## config.mk

```make
export PLATFORM = sky130hd
export DESIGN_NAME = two_class_priority_queue
export DESIGN_NICKNAME = d
export VERILOG_FILES = /design/src/hw/rtl/tcpq_pkg.sv /design/src/hw/rtl/tcpq_dpath.sv /design/src/hw/rtl/tcpq_ctrl.sv /design/src/hw/rtl/two_class_priority_queue.sv
export SDC_FILE = /design/constraint.sdc
export NUM_CORES = 1
export LEC_CHECK = 0
export ABC_AREA = 1
export BUFFER_PORTS_ARGS = -buffer_cell sky130_fd_sc_hd__clkbuf_2
export CAP_MARGIN = 20
export CORE_UTILIZATION = 46
export CTS_CLUSTER_SIZE = 24
export DETAILED_ROUTE_END_ITERATION = 7
export PLACE_DENSITY = 0.58
export SLEW_MARGIN = 15
export SYNTH_ARGS = -nofsm -noshare
export SYNTH_HDL_FRONTEND = slang
export SYNTH_HIERARCHICAL = 1
export SYNTH_SLANG_ARGS = --single-unit
```

## constraint.sdc

```tcl
create_clock -name i_clk -period 4.55 [get_ports i_clk]
set_input_delay 0.6825 -clock i_clk [delete_from_list [all_inputs] [get_ports i_clk]]
set_output_delay 0.6825 -clock i_clk [all_outputs]
set_load 0.02 [all_outputs]
```

## src/hw/rtl/tcpq_pkg.sv

```systemverilog
// Shared constants, codes and controller/datapath bus types for the two-class priority queue.
`default_nettype none

package tcpq_pkg;

    localparam int DEPTH  = 16;
    localparam int IDX_W  = $clog2(DEPTH);
    localparam int CNT_W  = $clog2(DEPTH + 1);
    localparam int DATA_W = 16;
    localparam int CMD_W  = 2;
    localparam int STAT_W = 2;
    localparam int OCC_W  = 5;

    localparam logic signed [DATA_W-1:0] THR_RESET = 16'sd60;

    localparam logic [CMD_W-1:0] CMD_APPEND = 2'd0;
    localparam logic [CMD_W-1:0] CMD_PRIO   = 2'd1;
    localparam logic [CMD_W-1:0] CMD_REMOVE = 2'd2;

    localparam logic [STAT_W-1:0] STAT_OK    = 2'd0;
    localparam logic [STAT_W-1:0] STAT_EMPTY = 2'd1;
    localparam logic [STAT_W-1:0] STAT_FULL  = 2'd2;

    typedef enum logic {RA_PTR, RA_PTR_M1} t_raddr_sel;
    typedef enum logic [1:0] {WA_PTR, WA_PTR_M1, WA_POS} t_waddr_sel;
    typedef enum logic {WD_RDATA, WD_VALUE} t_wdata_sel;
    typedef enum logic {POS_PTR, POS_COUNT} t_pos_sel;

    typedef struct packed {
        logic              cap_in;
        logic              ptr_clr;
        logic              ptr_inc;
        logic              ptr_dec;
        logic              shift_ld;
        t_pos_sel          pos_sel;
        logic              rd_en;
        t_raddr_sel        raddr_sel;
        logic              wr_en;
        t_waddr_sel        waddr_sel;
        t_wdata_sel        wdata_sel;
        logic              cnt_inc;
        logic              cnt_dec;
        logic              stat_ld;
        logic [STAT_W-1:0] stat_code;
        logic              rm_cap;
        logic              out_ld;
    } t_cmd_bus;

    typedef struct packed {
        logic count_zero;
        logic count_full;
        logic in_hi;
        logic rd_hi;
        logic ptr_eq_count;
        logic ptr_eq_pos;
    } t_stat_bus;

endpackage

`default_nettype wire

```

## src/hw/rtl/tcpq_dpath.sv

```systemverilog
// Datapath: entry store, count, threshold, scan/shift pointers and result register.
`default_nettype none

module tcpq_dpath (
    input  wire logic                         i_clk,
    input  wire logic                         i_rst_n,
    input  wire logic                         i_cfg_we,
    input  wire logic [tcpq_pkg::DATA_W-1:0]  i_cfg_wdata,
    input  wire logic [tcpq_pkg::DATA_W-1:0]  i_in_value,
    input  wire tcpq_pkg::t_cmd_bus           i_cmd,
    output tcpq_pkg::t_stat_bus               o_stat,
    output logic [tcpq_pkg::STAT_W-1:0]       o_status,
    output logic [tcpq_pkg::DATA_W-1:0]       o_removed_value,
    output logic [tcpq_pkg::OCC_W-1:0]        o_occupancy
);
    import tcpq_pkg::*;

    logic signed [DATA_W-1:0] r_mem [DEPTH];
    logic signed [DATA_W-1:0] r_rdata;
    logic signed [DATA_W-1:0] r_thr;
    logic signed [DATA_W-1:0] r_value;
    logic signed [DATA_W-1:0] r_removed;
    logic [CNT_W-1:0]         r_count;
    logic [CNT_W-1:0]         r_ptr;
    logic [IDX_W-1:0]         r_pos;
    logic [STAT_W-1:0]        r_status;
    logic [STAT_W-1:0]        r_out_status;
    logic [DATA_W-1:0]        r_out_removed;
    logic [OCC_W-1:0]         r_out_occ;

    logic [CNT_W-1:0]         ptr_m1;
    logic [IDX_W-1:0]         raddr;
    logic [IDX_W-1:0]         waddr;
    logic signed [DATA_W-1:0] wdata;

    assign ptr_m1   = r_ptr - CNT_W'(1);

    always_comb begin
        case (i_cmd.raddr_sel)
            RA_PTR:    raddr = r_ptr[IDX_W-1:0];
            RA_PTR_M1: raddr = ptr_m1[IDX_W-1:0];
            default:   raddr = r_ptr[IDX_W-1:0];
        endcase
        case (i_cmd.waddr_sel)
            WA_PTR:    waddr = r_ptr[IDX_W-1:0];
            WA_PTR_M1: waddr = ptr_m1[IDX_W-1:0];
            WA_POS:    waddr = r_pos;
            default:   waddr = r_pos;
        endcase
        case (i_cmd.wdata_sel)
            WD_RDATA: wdata = r_rdata;
            WD_VALUE: wdata = r_value;
            default:  wdata = r_value;
        endcase
    end

    // entry store: one write and one registered read a cycle
    always_ff @(posedge i_clk) begin
        if (i_cmd.wr_en) begin
            r_mem[waddr] <= wdata;
        end
        if (i_cmd.rd_en) begin
            r_rdata <= r_mem[raddr];
        end
    end

    always_ff @(posedge i_clk) begin
        if (!i_rst_n) begin
            r_count <= '0;
            r_thr   <= THR_RESET;
        end else begin
            if (i_cfg_we) begin
                r_thr <= $signed(i_cfg_wdata);
            end
            if (i_cmd.cnt_inc) begin
                r_count <= r_count + CNT_W'(1);
            end else if (i_cmd.cnt_dec) begin
                r_count <= r_count - CNT_W'(1);
            end
        end
    end

    always_ff @(posedge i_clk) begin
        if (i_cmd.cap_in) begin
            r_value   <= $signed(i_in_value);
            r_removed <= '0;
        end else if (i_cmd.rm_cap) begin
            r_removed <= r_rdata;
        end
        if (i_cmd.stat_ld) begin
            r_status <= i_cmd.stat_code;
        end
        if (i_cmd.ptr_clr) begin
            r_ptr <= '0;
        end else if (i_cmd.shift_ld) begin
            r_ptr <= r_count;
        end else if (i_cmd.ptr_inc) begin
            r_ptr <= r_ptr + CNT_W'(1);
        end else if (i_cmd.ptr_dec) begin
            r_ptr <= ptr_m1;
        end
        // only taken while not full, so both fit the index width
        if (i_cmd.shift_ld) begin
            r_pos <= (i_cmd.pos_sel == POS_PTR) ? r_ptr[IDX_W-1:0] : r_count[IDX_W-1:0];
        end
        if (i_cmd.out_ld) begin
            r_out_status  <= r_status;
            r_out_removed <= r_removed;
            r_out_occ     <= OCC_W'(r_count);
        end
    end

    always_comb begin
        o_stat.count_zero   = (r_count == '0);
        o_stat.count_full   = (r_count == CNT_W'(DEPTH));
        o_stat.in_hi        = ($signed(i_in_value) >= r_thr);
        o_stat.rd_hi        = (r_rdata >= r_thr);
        o_stat.ptr_eq_count = (r_ptr == r_count);
        o_stat.ptr_eq_pos   = (r_ptr == CNT_W'(r_pos));
    end

    assign o_status        = r_out_status;
    assign o_removed_value = r_out_removed;
    assign o_occupancy     = r_out_occ;

`ifndef ASSERT_OFF
    a_count_bound: assert property (@(posedge i_clk) disable iff (!i_rst_n)
        r_count <= CNT_W'(DEPTH))
        else $error("entry count above depth");
    a_inc_not_full: assert property (@(posedge i_clk) disable iff (!i_rst_n)
        i_cmd.cnt_inc |-> (r_count != CNT_W'(DEPTH)))
        else $error("insert committed into a full store");
    a_dec_not_empty: assert property (@(posedge i_clk) disable iff (!i_rst_n)
        i_cmd.cnt_dec |-> (r_count != '0))
        else $error("remove committed on an empty store");
`endif

endmodule

`default_nettype wire

```

## src/hw/rtl/tcpq_ctrl.sv

```systemverilog
// Controller: sequences scan, shift and remove passes over the entry store.
`default_nettype none

module tcpq_ctrl (
    input  wire logic                        i_clk,
    input  wire logic                        i_rst_n,
    input  wire logic                        i_s_tvalid,
    input  wire logic [tcpq_pkg::CMD_W-1:0]  i_s_cmd,
    output logic                             o_s_tready,
    output logic                             o_m_tvalid,
    input  wire logic                        i_m_tready,
    input  wire tcpq_pkg::t_stat_bus         i_stat,
    output tcpq_pkg::t_cmd_bus               o_cmd
);
    import tcpq_pkg::*;

    typedef enum logic [3:0] {
        ST_IDLE, ST_SCAN_RD, ST_SCAN_CHK, ST_SHIFT_RD, ST_SHIFT_WR,
        ST_RM_RD, ST_RM_CAP, ST_MV_RD, ST_MV_WR, ST_DONE
    } t_state;

    t_state r_state, n_state;
    logic   r_m_valid, n_m_valid;
    logic   accept;

    assign o_s_tready = (r_state == ST_IDLE);
    assign accept     = i_s_tvalid && o_s_tready;
    assign o_m_tvalid = r_m_valid;

    always_comb begin
        o_cmd     = '0;
        n_state   = r_state;
        n_m_valid = r_m_valid && !i_m_tready;
        case (r_state)
            ST_IDLE: begin
                if (accept) begin
                    o_cmd.cap_in    = 1'b1;
                    o_cmd.stat_ld   = 1'b1;
                    o_cmd.stat_code = STAT_OK;
                    case (i_s_cmd)
                        CMD_APPEND, CMD_PRIO: begin
                            if (i_stat.count_full) begin
                                o_cmd.stat_code = STAT_FULL;
                                n_state         = ST_DONE;
                            end else if (i_s_cmd == CMD_PRIO && !i_stat.count_zero
                                         && i_stat.in_hi) begin
                                o_cmd.ptr_clr = 1'b1;
                                n_state       = ST_SCAN_RD;
                            end else begin
                                o_cmd.shift_ld = 1'b1;
                                o_cmd.pos_sel  = POS_COUNT;
                                n_state        = ST_SHIFT_RD;
                            end
                        end
                        CMD_REMOVE: begin
                            if (i_stat.count_zero) begin
                                o_cmd.stat_code = STAT_EMPTY;
                                n_state         = ST_DONE;
                            end else begin
                                o_cmd.ptr_clr = 1'b1;
                                n_state       = ST_RM_RD;
                            end
                        end
                        default: n_state = ST_DONE;
                    endcase
                end
            end
            ST_SCAN_RD: begin
                if (i_stat.ptr_eq_count) begin
                    // whole queue is priority: insert at tail
                    o_cmd.shift_ld = 1'b1;
                    o_cmd.pos_sel  = POS_PTR;
                    n_state        = ST_SHIFT_RD;
                end else begin
                    o_cmd.rd_en     = 1'b1;
                    o_cmd.raddr_sel = RA_PTR;
                    n_state         = ST_SCAN_CHK;
                end
            end
            ST_SCAN_CHK: begin
                if (i_stat.rd_hi) begin
                    o_cmd.ptr_inc = 1'b1;
                    n_state       = ST_SCAN_RD;
                end else begin
                    o_cmd.shift_ld = 1'b1;
                    o_cmd.pos_sel  = POS_PTR;
                    n_state        = ST_SHIFT_RD;
                end
            end
            ST_SHIFT_RD: begin
                if (i_stat.ptr_eq_pos) begin
                    o_cmd.wr_en     = 1'b1;
                    o_cmd.waddr_sel = WA_POS;
                    o_cmd.wdata_sel = WD_VALUE;
                    o_cmd.cnt_inc   = 1'b1;
                    n_state         = ST_DONE;
                end else begin
                    o_cmd.rd_en     = 1'b1;
                    o_cmd.raddr_sel = RA_PTR_M1;
                    n_state         = ST_SHIFT_WR;
                end
            end
            ST_SHIFT_WR: begin
                o_cmd.wr_en     = 1'b1;
                o_cmd.waddr_sel = WA_PTR;
                o_cmd.wdata_sel = WD_RDATA;
                o_cmd.ptr_dec   = 1'b1;
                n_state         = ST_SHIFT_RD;
            end
            ST_RM_RD: begin
                o_cmd.rd_en     = 1'b1;
                o_cmd.raddr_sel = RA_PTR;
                n_state         = ST_RM_CAP;
            end
            ST_RM_CAP: begin
                o_cmd.rm_cap  = 1'b1;
                o_cmd.ptr_inc = 1'b1;
                n_state       = ST_MV_RD;
            end
            ST_MV_RD: begin
                if (i_stat.ptr_eq_count) begin
                    o_cmd.cnt_dec = 1'b1;
                    n_state       = ST_DONE;
                end else begin
                    o_cmd.rd_en     = 1'b1;
                    o_cmd.raddr_sel = RA_PTR;
                    n_state         = ST_MV_WR;
                end
            end
            ST_MV_WR: begin
                o_cmd.wr_en     = 1'b1;
                o_cmd.waddr_sel = WA_PTR_M1;
                o_cmd.wdata_sel = WD_RDATA;
                o_cmd.ptr_inc   = 1'b1;
                n_state         = ST_MV_RD;
            end
            ST_DONE: begin
                // wait for the output register to free up
                if (!r_m_valid || i_m_tready) begin
                    o_cmd.out_ld = 1'b1;
                    n_m_valid    = 1'b1;
                    n_state      = ST_IDLE;
                end
            end
            default: n_state = ST_IDLE;
        endcase
    end

    always_ff @(posedge i_clk) begin
        if (!i_rst_n) begin
            r_state   <= ST_IDLE;
            r_m_valid <= 1'b0;
        end else begin
            r_state   <= n_state;
            r_m_valid <= n_m_valid;
        end
    end

`ifndef ASSERT_OFF
    a_accept_leaves_idle: assert property (@(posedge i_clk) disable iff (!i_rst_n)
        accept |=> (r_state != ST_IDLE))
        else $error("request accepted but controller stayed idle");
    a_load_when_free: assert property (@(posedge i_clk) disable iff (!i_rst_n)
        o_cmd.out_ld |-> (!r_m_valid || i_m_tready))
        else $error("result register overwritten while still held");
    a_taken_clears: assert property (@(posedge i_clk) disable iff (!i_rst_n)
        (r_m_valid && i_m_tready && !o_cmd.out_ld) |=> !r_m_valid)
        else $error("result still valid after being taken");
`endif

endmodule

`default_nettype wire

```

## src/hw/rtl/two_class_priority_queue.sv

```systemverilog
// Top level of the two-class priority queue: controller and datapath joined, stream ports packed.
//
//  channel   dir  handshake                  tdata                       tuser
//  s (cmd)   in   i_s_tvalid / o_s_tready    [15:0] value                [1:0] cmd
//  m (res)   out  o_m_tvalid / i_m_tready    [15:0] removed, [20:16] occ [1:0] status
//  cfg       in   i_cfg_we                   i_cfg_wdata = threshold     -
//
//  A request is taken only when the controller is idle; one result per request.
//  Append and low insert write at the tail; priority insert scans past the leading entries at or
//  above the threshold, then shifts the rest up one slot, from the tail down; remove reads the head
//  and moves each later entry down one slot. Full, empty and unused commands leave the store alone.
//  A held result does not block the next request; only the final load waits on i_m_tready.
//  Reset clears the count and loads threshold 60; no clearing pass over the store.
`default_nettype none

module two_class_priority_queue (
    input  wire logic        i_clk,
    input  wire logic        i_rst_n,
    input  wire logic        i_cfg_we,
    input  wire logic [15:0] i_cfg_wdata,
    input  wire logic        i_s_tvalid,
    output logic             o_s_tready,
    input  wire logic [15:0] i_s_tdata,   // [15:0] value
    input  wire logic [1:0]  i_s_tuser,   // [1:0] cmd
    output logic             o_m_tvalid,
    input  wire logic        i_m_tready,
    output logic [23:0]      o_m_tdata,   // [15:0] removed_value, [20:16] occupancy, rest zero
    output logic [1:0]       o_m_tuser    // [1:0] status
);
    import tcpq_pkg::*;

    t_cmd_bus          cmd_bus;
    t_stat_bus         stat_bus;
    logic [STAT_W-1:0] status;
    logic [DATA_W-1:0] removed_value;
    logic [OCC_W-1:0]  occupancy;

    tcpq_ctrl u_ctrl (
        .i_clk      (i_clk),
        .i_rst_n    (i_rst_n),
        .i_s_tvalid (i_s_tvalid),
        .i_s_cmd    (i_s_tuser),
        .o_s_tready (o_s_tready),
        .o_m_tvalid (o_m_tvalid),
        .i_m_tready (i_m_tready),
        .i_stat     (stat_bus),
        .o_cmd      (cmd_bus)
    );

    tcpq_dpath u_dpath (
        .i_clk           (i_clk),
        .i_rst_n         (i_rst_n),
        .i_cfg_we        (i_cfg_we),
        .i_cfg_wdata     (i_cfg_wdata),
        .i_in_value      (i_s_tdata),
        .i_cmd           (cmd_bus),
        .o_stat          (stat_bus),
        .o_status        (status),
        .o_removed_value (removed_value),
        .o_occupancy     (occupancy)
    );

    assign o_m_tdata = {3'b000, occupancy, removed_value};
    assign o_m_tuser = status;

endmodule

`default_nettype wire

```

Yosys cells after proc, flatten, opt, wreduce, memory -nomap -nowiden

Memory sizes are Yosys's and may differ from the RTL's. A register that Yosys moved wholly into a read port is not among the register bits.
Index checks and enable logic that the tools add are counted.

Equality and inequality tests: 17
Add/sub/neg operators: 4
Reduce and logical (&&, ||, !) cells: 19
Multiplexer cells: 56
Magnitude comparators: 2
Bitwise operators: 2

Operators with widths:

| operator                                            | count |
|---|---|
| case mux 4 bit (9 select lines)                     | 1 |
| greater-or-equal comparator 16 bit                  | 2 |
| case mux 16 bit (2 select lines)                    | 1 |
| two-way mux 5 bit                                   | 6 |
| two-way mux 2 bit                                   | 13 |
| two-way mux 4 bit                                   | 6 |
| case mux 4 bit (2 select lines)                     | 3 |
| two-way mux 1 bit                                   | 18 |
| equality test 4 x 3 -> 1 bit, second input constant | 4 |
| case mux 2 bit (3 select lines)                     | 2 |
| case mux 4 bit (3 select lines)                     | 1 |
| adder 5 x 1 -> 5 bit, second input constant         | 2 |
| subtractor 5 x 1 -> 5 bit, second input constant    | 2 |
| equality test 4 x 2 -> 1 bit, second input constant | 2 |
| equality test 4 bit, second input constant          | 2 |
| two-way mux 3 bit                                   | 2 |
| OR reduction 2 bit                                  | 3 |
| equality test 5 x 4 -> 1 bit                        | 1 |
| equality test 5 bit                                 | 1 |
| equality test 5 bit, second input constant          | 1 |
| logical NOT 5 bit                                   | 1 |
| equality test 2 x 1 -> 1 bit, second input constant | 2 |
| equality test 4 x 1 -> 1 bit, second input constant | 1 |
| logical AND 1 bit                                   | 4 |
| other kinds (13)                                    | 19 |

Bits in writable memories: 256
Memories kept: 1
Input port bits: 39
Register bits: 92

Memories:

| name          | words | width | read ports | clocked after Yosys merged registers in | write ports | line             | RTL |
|---|---|---|---|---|---|---|---|
| u_dpath.r_mem | 16    | 16    | 1          | 1                                       | 1           | tcpq_dpath.sv:18 | `logic signed [DATA_W-1:0] r_mem [DEPTH];` |

Longest topological paths before layout

Gate-level depths: netlist (run 1).

Depth in word-level cells: 10
Mapped depth: 23

Modules after synthesis

The synthesis (run 1) kept the hierarchy.

By module, submodules not included:

| module                   | area each (sq um) | seq. area each (sq um) | instances | cells each |
|---|---|---|---|---|
| tcpq_dpath               | 15610.0           | 10359.9                | 1         | 1466 |
| tcpq_ctrl                | 560.5             | 100.1                  | 1         | 99 |
| two_class_priority_queue | 26.3              | 0.0                    | 1         | 4 |

Worst setup path after synthesis (run 1)

Ideal clock, no wire load.

Kind: flip-flop to flip-flop
Start point: reg u_dpath.r_ptr[0]
End point: mem u_dpath.r_mem[11][0], enable pin
Data arrival time: 2.606 ns
Path slack: 1.555 ns
Cell stages (with the launch flop): 14
Setup time: 0.388 ns
Path buffers: 2
Data required time: 4.162 ns
Cell sequence: dfxtp_1 -> buf_4 -> a21oi_1 -> o2111ai_1 -> nor3_1 -> inv_1 -> nor3_2 -> buf_4 -> nor2_1 -> a22oi_1 -> nand2_1 -> inv_1 -> nand3_1 -> nor2_1

RTL lines:

| what                     | line              | RTL |
|---|---|---|
| start: declaration       | tcpq_dpath.sv:24  | `logic [CNT_W-1:0] r_ptr;` |
| start signal: assignment | tcpq_dpath.sv:96  | `r_ptr <= r_count;` |
| start signal: assignment | tcpq_dpath.sv:98  | `r_ptr <= r_ptr + CNT_W'(1);` |
| start signal: assignment | tcpq_dpath.sv:100 | `r_ptr <= ptr_m1;` |
| end: declaration         | tcpq_dpath.sv:18  |  |

==> results of run 1 <==
-- layout make-up --
type | count | area, um2
Clock buffer | 54 | 1116
Clock inverter | 20 | 166.4
Fill cell | 3052 | 16240
Inverter | 220 | 829.5
Multi-Input combinational cell | 918 | 4624
Sequential cell | 364 | 10460
Tap cell | 455 | 569.3
Timing Repair Buffer | 100 | 618.1
-- power by group through the flow --
| stage | logic, W | clock network (W) | registers (W) |
|---|---|---|---|
| 2_1_floorplan | 0.00220 | 0 | 0.00451 |
| 3_3_place_gp | 0.00329 | 0 | 0.00454 |
| 3_5_place_dp | 0.00332 | 0 | 0.00454 |
| 4_1_cts | 0.00333 | 0.00320 | 0.00447 |
| 5_1_grt | 0.00371 | 0.00334 | 0.00450 |
| 6_report | 0.00333 | 0.00313 | 0.00447 |
-- per-stage QoR --
step	util	instances	worst slack (ns)	instance area (um2)	hold slack, ns
6_report	0.5309	2131	0.9677	18380	0.3444
5_1_grt	0.5309	2131	0.6682	18380	0.3350
4_1_cts	0.5309	2131	0.9877	18380	0.3172
3_5_place_dp	0.4939	2057	1.013	17100	0.4061
3_3_place_gp	0.4937	2057	0.9897	17100	0.4065
2_1_floorplan	-	1571	1.555	16200	0.4003
-- kinds of logic (layout without fill, tap and decap cells) --
logic type      Yosys count  count (layout)  synth area share
simple gates            674             674            0.1740
fa+ha+maj                38              38           0.02982
xor+xnor                 13              13          0.007030
other cells               1               3         0.0002315
compound gates          190             190           0.06837
buf+inv                 289             394           0.07470
flops                   364             364            0.6458
-- registers in the layout (all words and copies together), names as in the netlist, 4 cells and up --
name	count
u_dpath/r_mem	256
u_dpath/r_count	5
u_dpath/o_removed_value	16
u_dpath/r_removed	16
u_dpath/o_occupancy	5
u_dpath/r_rdata	16
u_dpath/r_thr	16
u_ctrl/r_state	4
u_dpath/r_ptr	5
u_dpath/r_pos	4
u_dpath/r_value	16
-- worst paths after layout --
path / start / to / slack, ns / cells after the start
max: u_dpath/r_ptr[2] / u_dpath/r_mem[10][9] / 0.97 / 11
min: i_s_tdata[15] / u_dpath/r_value[15] / 0.34 / 1
max reg2reg: u_dpath/r_ptr[2] / u_dpath/r_mem[10][9] / 0.97 / 11
min reg2reg: u_dpath/r_status[0] / u_dpath/o_status[0] / 0.42 / 0
-- synth_stat cells (all sizes together) --
cell,instances
nor2,74
o2111ai,1
a31oi,2
inv,219
nand4,7
ha,37
or2,2
nand2,430
buf,44
nor4,3
edfxtp,317
o22ai,1
a211oi,16
dfxtp,47
conb,1
a21oi,42
nor3,7
nand3,150
o21a,1
xor2,7
or4,1
a22oi,3
a21o,2
o211ai,33
o21bai,2
fa,1
a21boi,1
clkbuf,25
o21ai,86
xnor2,6
clkinv,1
-- metal layers --
| metal | track usage | routed length [um] | up-vias |
|---|---|---|---|
| met5 | 0 | 0 | - |
| met4 | 0.05645 | 701 | 0 |
| met3 | 0.03007 | 2090 | 59 |
| met2 | 0.3221 | 16360 | 295 |
| met1 | 0.3217 | 18220 | 5137 |
| li1 | - | - | 5419 |
==> results.rst, run 1 <==
.. list-table::
   :header-rows: 1

   * - Metric
     - Value
   * - Die boundary height
     - 189.6 um
   * - Placeable core region
     - 0.03463 mm2
   * - Remaining design rule violation count
     - 0
   * - Top cells by area in the synthesized netlist
     - sky130_fd_sc_hd__edfxtp_1 59%, sky130_fd_sc_hd__nand2_1 9.8%, sky130_fd_sc_hd__dfxtp_1 5.8%, sky130_fd_sc_hd__inv_1 4.9%, sky130_fd_sc_hd__nand3_1 4.6%
   * - Routed vias/inst
     - 5.120
   * - Peak supply drop
     - 0.3874 mV
   * - Number of vias in the routed layout
     - 10910
   * - Hold violation count in the final report
     - 0
   * - Worst path most repeated cell
     - sky130_fd_sc_hd__inv_1
   * - Latest clock arrival within the worst-skew pair
     - 0.54 ns
   * - Portion of the post-synthesis area used by sequential elements
     - 0.6458
   * - Critical path peak fanout
     - 16
   * - Number of buffers and inverters on the critical path
     - 2
   * - Slew at the pin closest to its max-slew limit
     - 1.072 ns
   * - Number of H-tree levels
     - 2
   * - Crit path arrival time
     - 3.74 ns
   * - HP Class
     - primary input to flop
   * - Worst-path cell chain
     - xnor2_1 -> o2111ai_1 -> nor3_1 -> inv_1 -> nor3_4 -> nor2_1 -> a21oi_1 -> nand2_1 -> inv_1 -> nand3_1 -> nor2_2
   * - Clock tree from TritonCTS
     - done
   * - CTS Buf Count
     - 40
   * - Nature of the critical path startpoint
     - flop
   * - Fraction of power spent switching nets
     - 0.3519
   * - Yosys cell types
     - 46
   * - Average instance area after synthesis
     - 10.32 um2
   * - Wire length after detailed routing
     - around 37000 um
   * - Initial antenna violation count
     - 0
   * - Post-synth top area cell
     - sky130_fd_sc_hd__edfxtp_1
   * - Max-cap violations
     - 0
   * - Setup violation total in the final timing report
     - 0
   * - Aggregate negative setup slack
     - 0 ns
   * - Share of layout cells above drive strength 1
     - 0.1247
   * - Share of the synthesized area in the top cell type
     - 0.5877
   * - Leakage power summed over all cells
     - 7.553 nW
   * - Starting Density
     - 0.4677
   * - Width of the die
     - 189.6 um
   * - Fin Clk Skew
     - 0.02056 ns
   * - Floorplan die area
     - 0.03597 mm2
   * - Critical path's top delay family
     - simple AND/OR/NAND/NOR gates
   * - Area growth syn-to-layout
     - 13.50%
   * - Max-Slew Margin vs Limit
     - 0.2837
   * - CTS root buffer
     - sky130_fd_sc_hd__clkbuf_16
   * - ANT cells
     - 0
   * - Total overflow reported by the global router
     - 0
   * - Ratio of final minimum period to clock period
     - 0.7873
   * - Highest cell delay on the worst timing path
     - 0.77 ns
   * - GRT Resource Usage Total
     - 0.2133
   * - Data required, critical path
     - approximately 4.7 ns
   * - Most common cell after layout, fill and taps aside
     - sky130_fd_sc_hd__nand2_1
   * - Unrepaired setup endpoints after global routing
     - false
   * - Routed wire length per instance
     - 17.54 um
   * - Warning count from the yosys run
     - 6
   * - Pin count of the biggest net entering global routing
     - 134
   * - Share of power burned in combinational logic
     - 0.304
   * - I/O pins
     - 67
   * - Sequential power share
     - 0.409
   * - Internal power summed over all cells
     - 0.007087 W
   * - Via count of the first global-routing pass
     - 10160
   * - Gp weighted congestion
     - 0.8207
   * - Starting DRC count in detailed routing
     - between 800 and 900
   * - Residual antenna-violating net count after detailed routing
     - 0
   * - Hold Buf Count CTS
     - 0
   * - Type of the setup path with the least slack
     - flop to flop
   * - Count of TritonRoute iterations in the first routing pass
     - 5
   * - Commonest cells after routing, fill and taps aside
     - 424 x sky130_fd_sc_hd__nand2_1, 317 x sky130_fd_sc_hd__edfxtp_1, 210 x sky130_fd_sc_hd__inv_1
   * - Total number of nets in the final design
     - 1721
   * - Relative contribution of the clock network to total power
     - 0.286
   * - Minimum clock period after layout
     - 3.582 ns
   * - Power density over the cells
     - 594.8 mW/mm2
   * - Netlist Area Pre-Place
     - 0.01620 mm2
   * - Number of resized instances in the post-cts repair step
     - 0
   * - Number of synthesized register bits
     - 364
   * - Crit path capture type
     - flop
   * - Cell count after synthesis
     - 1569
   * - Highest Clock Rate
     - 0.2791 GHz
   * - Cell with the largest stage delay on the worst path
     - sky130_fd_sc_hd__nor2_2
   * - Number of sinks driven by the clock tree
     - 364
   * - Clock transition at the registers of the reported paths
     - 0.06 ns
   * - Final HPWL DP
     - 24140 um
   * - Number of buffer cells added on primary ports
     - 63
   * - Net Sw Power
     - 0.003847 W
   * - Maximum clock path buffer count
     - 3
   * - Power consumption
     - 0.01093 W
   * - Result of the run
     - finished, final reports clean
   * - Row count
     - a little under 70
   * - Post-CTS setup-driven buffer insertion count
     - 0
   * - Final-report max-slew violation count
     - 0
   * - Wire length of the first global-routing pass
     - 58780 um
Power figures use the tool's default switching activity.
==> run 2, diff against run 1 <==
Settings changed: PLACE_DENSITY 0.58 to 0.61.
Clock period 4.55 ns to 2.95 ns, I/O delays scaled along.
==> run 2 against run 1 <==
Effect of this change: via count grew 0.38%; clock-buffer cell count shrank 3; maximum frequency grew 33%; largest cell class unchanged.
==> results.rst, run 2 (synthesized netlist as in run 1, its figures left out) <==
.. list-table::
   :header-rows: 1

   * - Metric
     - Value
   * - Number of H-tree levels
     - 2 (unchanged)
   * - Worst setup timing slack at the placement stage
     - -0.02737 ns (was 1.013 ns)
   * - Max reg flops
     - 256 (unchanged)
   * - Crit Reg-Reg Startpoint
     - u_dpath/r_ptr[1] (was u_dpath/r_ptr[2])
   * - Latest clock arrival within the worst-skew pair
     - 0.52 ns (was 0.54 ns)
   * - Clock tree from TritonCTS
     - done (unchanged)
   * - Hold Crit Depth
     - 1 (unchanged)
   * - Die boundary height
     - 189.6 um (unchanged)
   * - Result of the run
     - finished, final reports clean (unchanged)
   * - Starting DRC count in detailed routing
     - 799 (was 849)
   * - Commonest cells after routing, fill and taps aside
     - 424 x sky130_fd_sc_hd__nand2_1, 317 x sky130_fd_sc_hd__edfxtp_1, 208 x sky130_fd_sc_hd__inv_1 (was 424 x sky130_fd_sc_hd__nand2_1, 317 x sky130_fd_sc_hd__edfxtp_1, 210 x sky130_fd_sc_hd__inv_1)
   * - Wire length of the first global-routing pass
     - 57990 um (was 58780 um)
   * - Total number of nets in the final design
     - 1748 (was 1721)
   * - Slew at the pin closest to its max-slew limit
     - 0.6683 ns (was 1.072 ns)
   * - Fin Clk Skew
     - 0.006363 ns (was 0.02056 ns)
   * - Multi-input gate area in the final layout
     - 0.004639 mm2 (was 0.004624 mm2)
   * - Count of TritonRoute iterations in the first routing pass
     - 5 (unchanged)
   * - Share of power burned in combinational logic
     - 0.317 (was 0.304)
   * - Largest Register
     - u_dpath/r_mem (unchanged)
   * - Final HPWL DP
     - 24590 um (was 24140 um)
   * - Share of layout cells above drive strength 1
     - 0.1405 (was 0.1247)
   * - Worst hold-check slack
     - 0.1161 ns (was 0.3444 ns)
   * - Most common cell after layout, fill and taps aside
     - sky130_fd_sc_hd__nand2_1 (unchanged)
   * - Unrepaired setup endpoints after global routing
     - false (unchanged)
   * - Remaining design rule violation count
     - 0 (unchanged)
   * - Ratio of final minimum period to clock period
     - 0.9121 (was 0.7873)
   * - Count of fill cells added during filler insertion
     - 2950 (was 3052)
   * - Hold violation count in the final report
     - 0 (unchanged)
   * - Maximum clock path buffer count
     - 3 (unchanged)
   * - Gp weighted congestion
     - 0.8627 (was 0.8207)
   * - GRT Resource Usage Total
     - 0.2090 (was 0.2133)
   * - Pin count of the biggest net entering global routing
     - 66 (was 134)
   * - HP Class
     - primary input to flop (unchanged)
   * - Area growth syn-to-layout
     - 16.35% (was 13.50%)
   * - Width of the die
     - 189.6 um (unchanged)
   * - Leakage power summed over all cells
     - 7.787 nW (was 7.553 nW)
   * - Nature of the critical path startpoint
     - flop (unchanged)
   * - Fraction of power spent switching nets
     - 0.3491 (was 0.3519)
   * - Crit path capture type
     - flop (unchanged)
   * - End of the worst register-to-register path
     - u_dpath/r_rdata[11] (was u_dpath/r_mem[10][9])
   * - Peak supply drop
     - 0.5791 mV (was 0.3874 mV)
   * - Register area
     - 0.01046 mm2 (unchanged)
   * - Power density over the cells
     - 915.3 mW/mm2 (was 594.8 mW/mm2)
   * - Row count
     - 68 (unchanged)
   * - Routed wire length per instance
     - 17.20 um (was 17.54 um)
   * - Type of the setup path with the least slack
     - flop to flop (unchanged)
   * - Setup violation total in the final timing report
     - 0 (unchanged)
   * - Hold Buf Count CTS
     - 0 (unchanged)
   * - Hold path endpoint
     - u_dpath/r_value[14] (was u_dpath/r_value[15])
   * - Highest Clock Rate
     - 0.3717 GHz (was 0.2791 GHz)
   * - Net Sw Power
     - 0.006022 W (was 0.003847 W)
   * - Placeable core region
     - 0.03463 mm2 (unchanged)
   * - Routed vias/inst
     - 5.079 (was 5.120)
   * - Starting Density
     - 0.4677 (unchanged)
   * - Minimum clock period after layout
     - 2.691 ns (was 3.582 ns)
   * - Max-Slew Margin vs Limit
     - 0.5539 (was 0.2837)
   * - Final-report max-slew violation count
     - 0 (unchanged)
   * - Crit path arrival time
     - 2.94 ns (was 3.74 ns)
   * - Launch instance of the worst min-delay path
     - i_s_tdata[14] (was i_s_tdata[15])
   * - Sequential power share
     - 0.399 (was 0.409)
   * - Setup slack of the worst register-to-register path
     - 0.26 ns (was 0.97 ns)
   * - Number of buffer cells added on primary ports
     - 63 (unchanged)
   * - I/O pins
     - 67 (unchanged)
   * - Worst setup slack after layout
     - 0.2593 ns (was 0.9677 ns)
   * - Register-to-Register Path Depth
     - 16 (was 11)
   * - Max-cap violations
     - 0 (unchanged)
   * - Clock transition at the registers of the reported paths
     - 0.06 ns (about the same)
   * - Internal power summed over all cells
     - 0.01123 W (was 0.007087 W)
   * - Number of vias in the routed layout
     - 10950 (was 10910)
   * - Residual antenna-violating net count after detailed routing
     - 0 (unchanged)
   * - Total overflow reported by the global router
     - 0 (unchanged)
   * - Number of sinks driven by the clock tree
     - 364 (unchanged)
   * - Data required, critical path
     - 3.20 ns (was 4.71 ns)
   * - Cell count after placement
     - 2083 (was 2057)
   * - CTS root buffer
     - sky130_fd_sc_hd__clkbuf_16 (unchanged)
   * - Critical path peak fanout
     - 65 (was 16)
   * - Floorplan die area
     - 0.03597 mm2 (unchanged)
   * - CTS Buf Count
     - 39 (was 40)
   * - Initial antenna violation count
     - 0 (unchanged)
   * - Wire length after detailed routing
     - 37090 um (was 37370 um)
   * - ANT cells
     - 0 (unchanged)
   * - Finished Layout Cells
     - 2156 (was 2131)
   * - Via count of the first global-routing pass
     - 10260 (was 10160)
   * - Relative contribution of the clock network to total power
     - 0.283 (was 0.286)
==> run 2: cell types whose count changed in the layout (fill, tap and decap cells not counted), sizes merged <==
cell,before,now
bufinv,2,4
clkbuf,117,114
buf,37,65
clkinvlp,3,1
==> run 2: cell type report <==
class                      count  share of cell area
clock buffer                  51             0.05690
clock inverter                20             0.01102
inverter                     220             0.04402
multi-input combinational    918              0.2462
sequential                   364              0.5551
tap                          455             0.03021
timing repair buffer         128             0.05657
==> run 2: worst max path at each step <==
stage / slack [ns] / endpoint / depth (start not counted) / from
after floorplan: -0.04 / u_dpath/r_mem[13][0] / 13 / u_dpath/r_ptr[0]
after global placement: 0.04 / u_dpath/r_ptr[1] / 16 / i_s_tdata[15]
after detailed placement: -0.03 / u_dpath/r_ptr[4] / 18 / i_s_tdata[15]
after CTS: 0.12 / u_dpath/r_ptr[4] / 18 / u_dpath/r_thr[15]
after global routing: 0.01 / u_dpath/r_mem[5][13] / 13 / u_dpath/r_ptr[1]
final: 0.26 / u_dpath/r_rdata[11] / 16 / u_dpath/r_ptr[1]
==> run 2: layer usage <==
| layer | wire length (um) | share of wire | track usage |
|---|---|---|---|
| met4 | 653 | 0.018 | 0.05180 |
| met2 | 16900 | 0.46 | 0.3277 |
| met3 | 2257 | 0.061 | 0.03542 |
| met5 | 0 | 0 | 0 |
| met1 | 17280 | 0.47 | 0.3020 |
==> run 2: metrics by stage <==
stage	total power, W	util	TNS [ns]	area [um2]
floorplan	0.01035	-	-7.346	16200
global placement	0.01239	0.5062	0	17530
detailed placement	0.01245	0.5062	-0.04827	17530
CTS	0.01734	0.5432	0	18810
global route	0.01816	0.5442	0	18840
finish	0.01725	0.5442	0	18840
==> run 2: power by group through the flow <==
stage          clock (W)  combinational, W  sequential (W)
3_3_place_gp           0           0.00539         0.00700
2_1_floorplan          0           0.00340         0.00695
5_1_grt          0.00515           0.00608         0.00693
3_5_place_dp           0           0.00545         0.00699
6_report         0.00488           0.00548         0.00689
4_1_cts          0.00498           0.00547         0.00689
==> run 2: repair_timing <==
action	CTS	global route
resized for setup	0	6
setup endpoints to repair	0	191
setup buffers	0	2
==> run 2: critical path, cell delays in order (launching register included) <==
cell                        delay, ns
sky130_fd_sc_hd__dfxtp_1         0.47
sky130_fd_sc_hd__inv_2           0.07
sky130_fd_sc_hd__nand2_1         0.06
sky130_fd_sc_hd__o2111ai_1       0.11
sky130_fd_sc_hd__nor3_1          0.14
sky130_fd_sc_hd__inv_1           0.10
sky130_fd_sc_hd__nand3_1         0.14
sky130_fd_sc_hd__inv_2           0.12
sky130_fd_sc_hd__inv_2           0.11
sky130_fd_sc_hd__nand2_1         0.09
sky130_fd_sc_hd__nand2_4         0.13
sky130_fd_sc_hd__buf_12          0.28
sky130_fd_sc_hd__o21ai_0         0.19
sky130_fd_sc_hd__nand2_1         0.10
sky130_fd_sc_hd__nand3_1         0.07
sky130_fd_sc_hd__nand3_1         0.09
sky130_fd_sc_hd__nand2_1         0.11
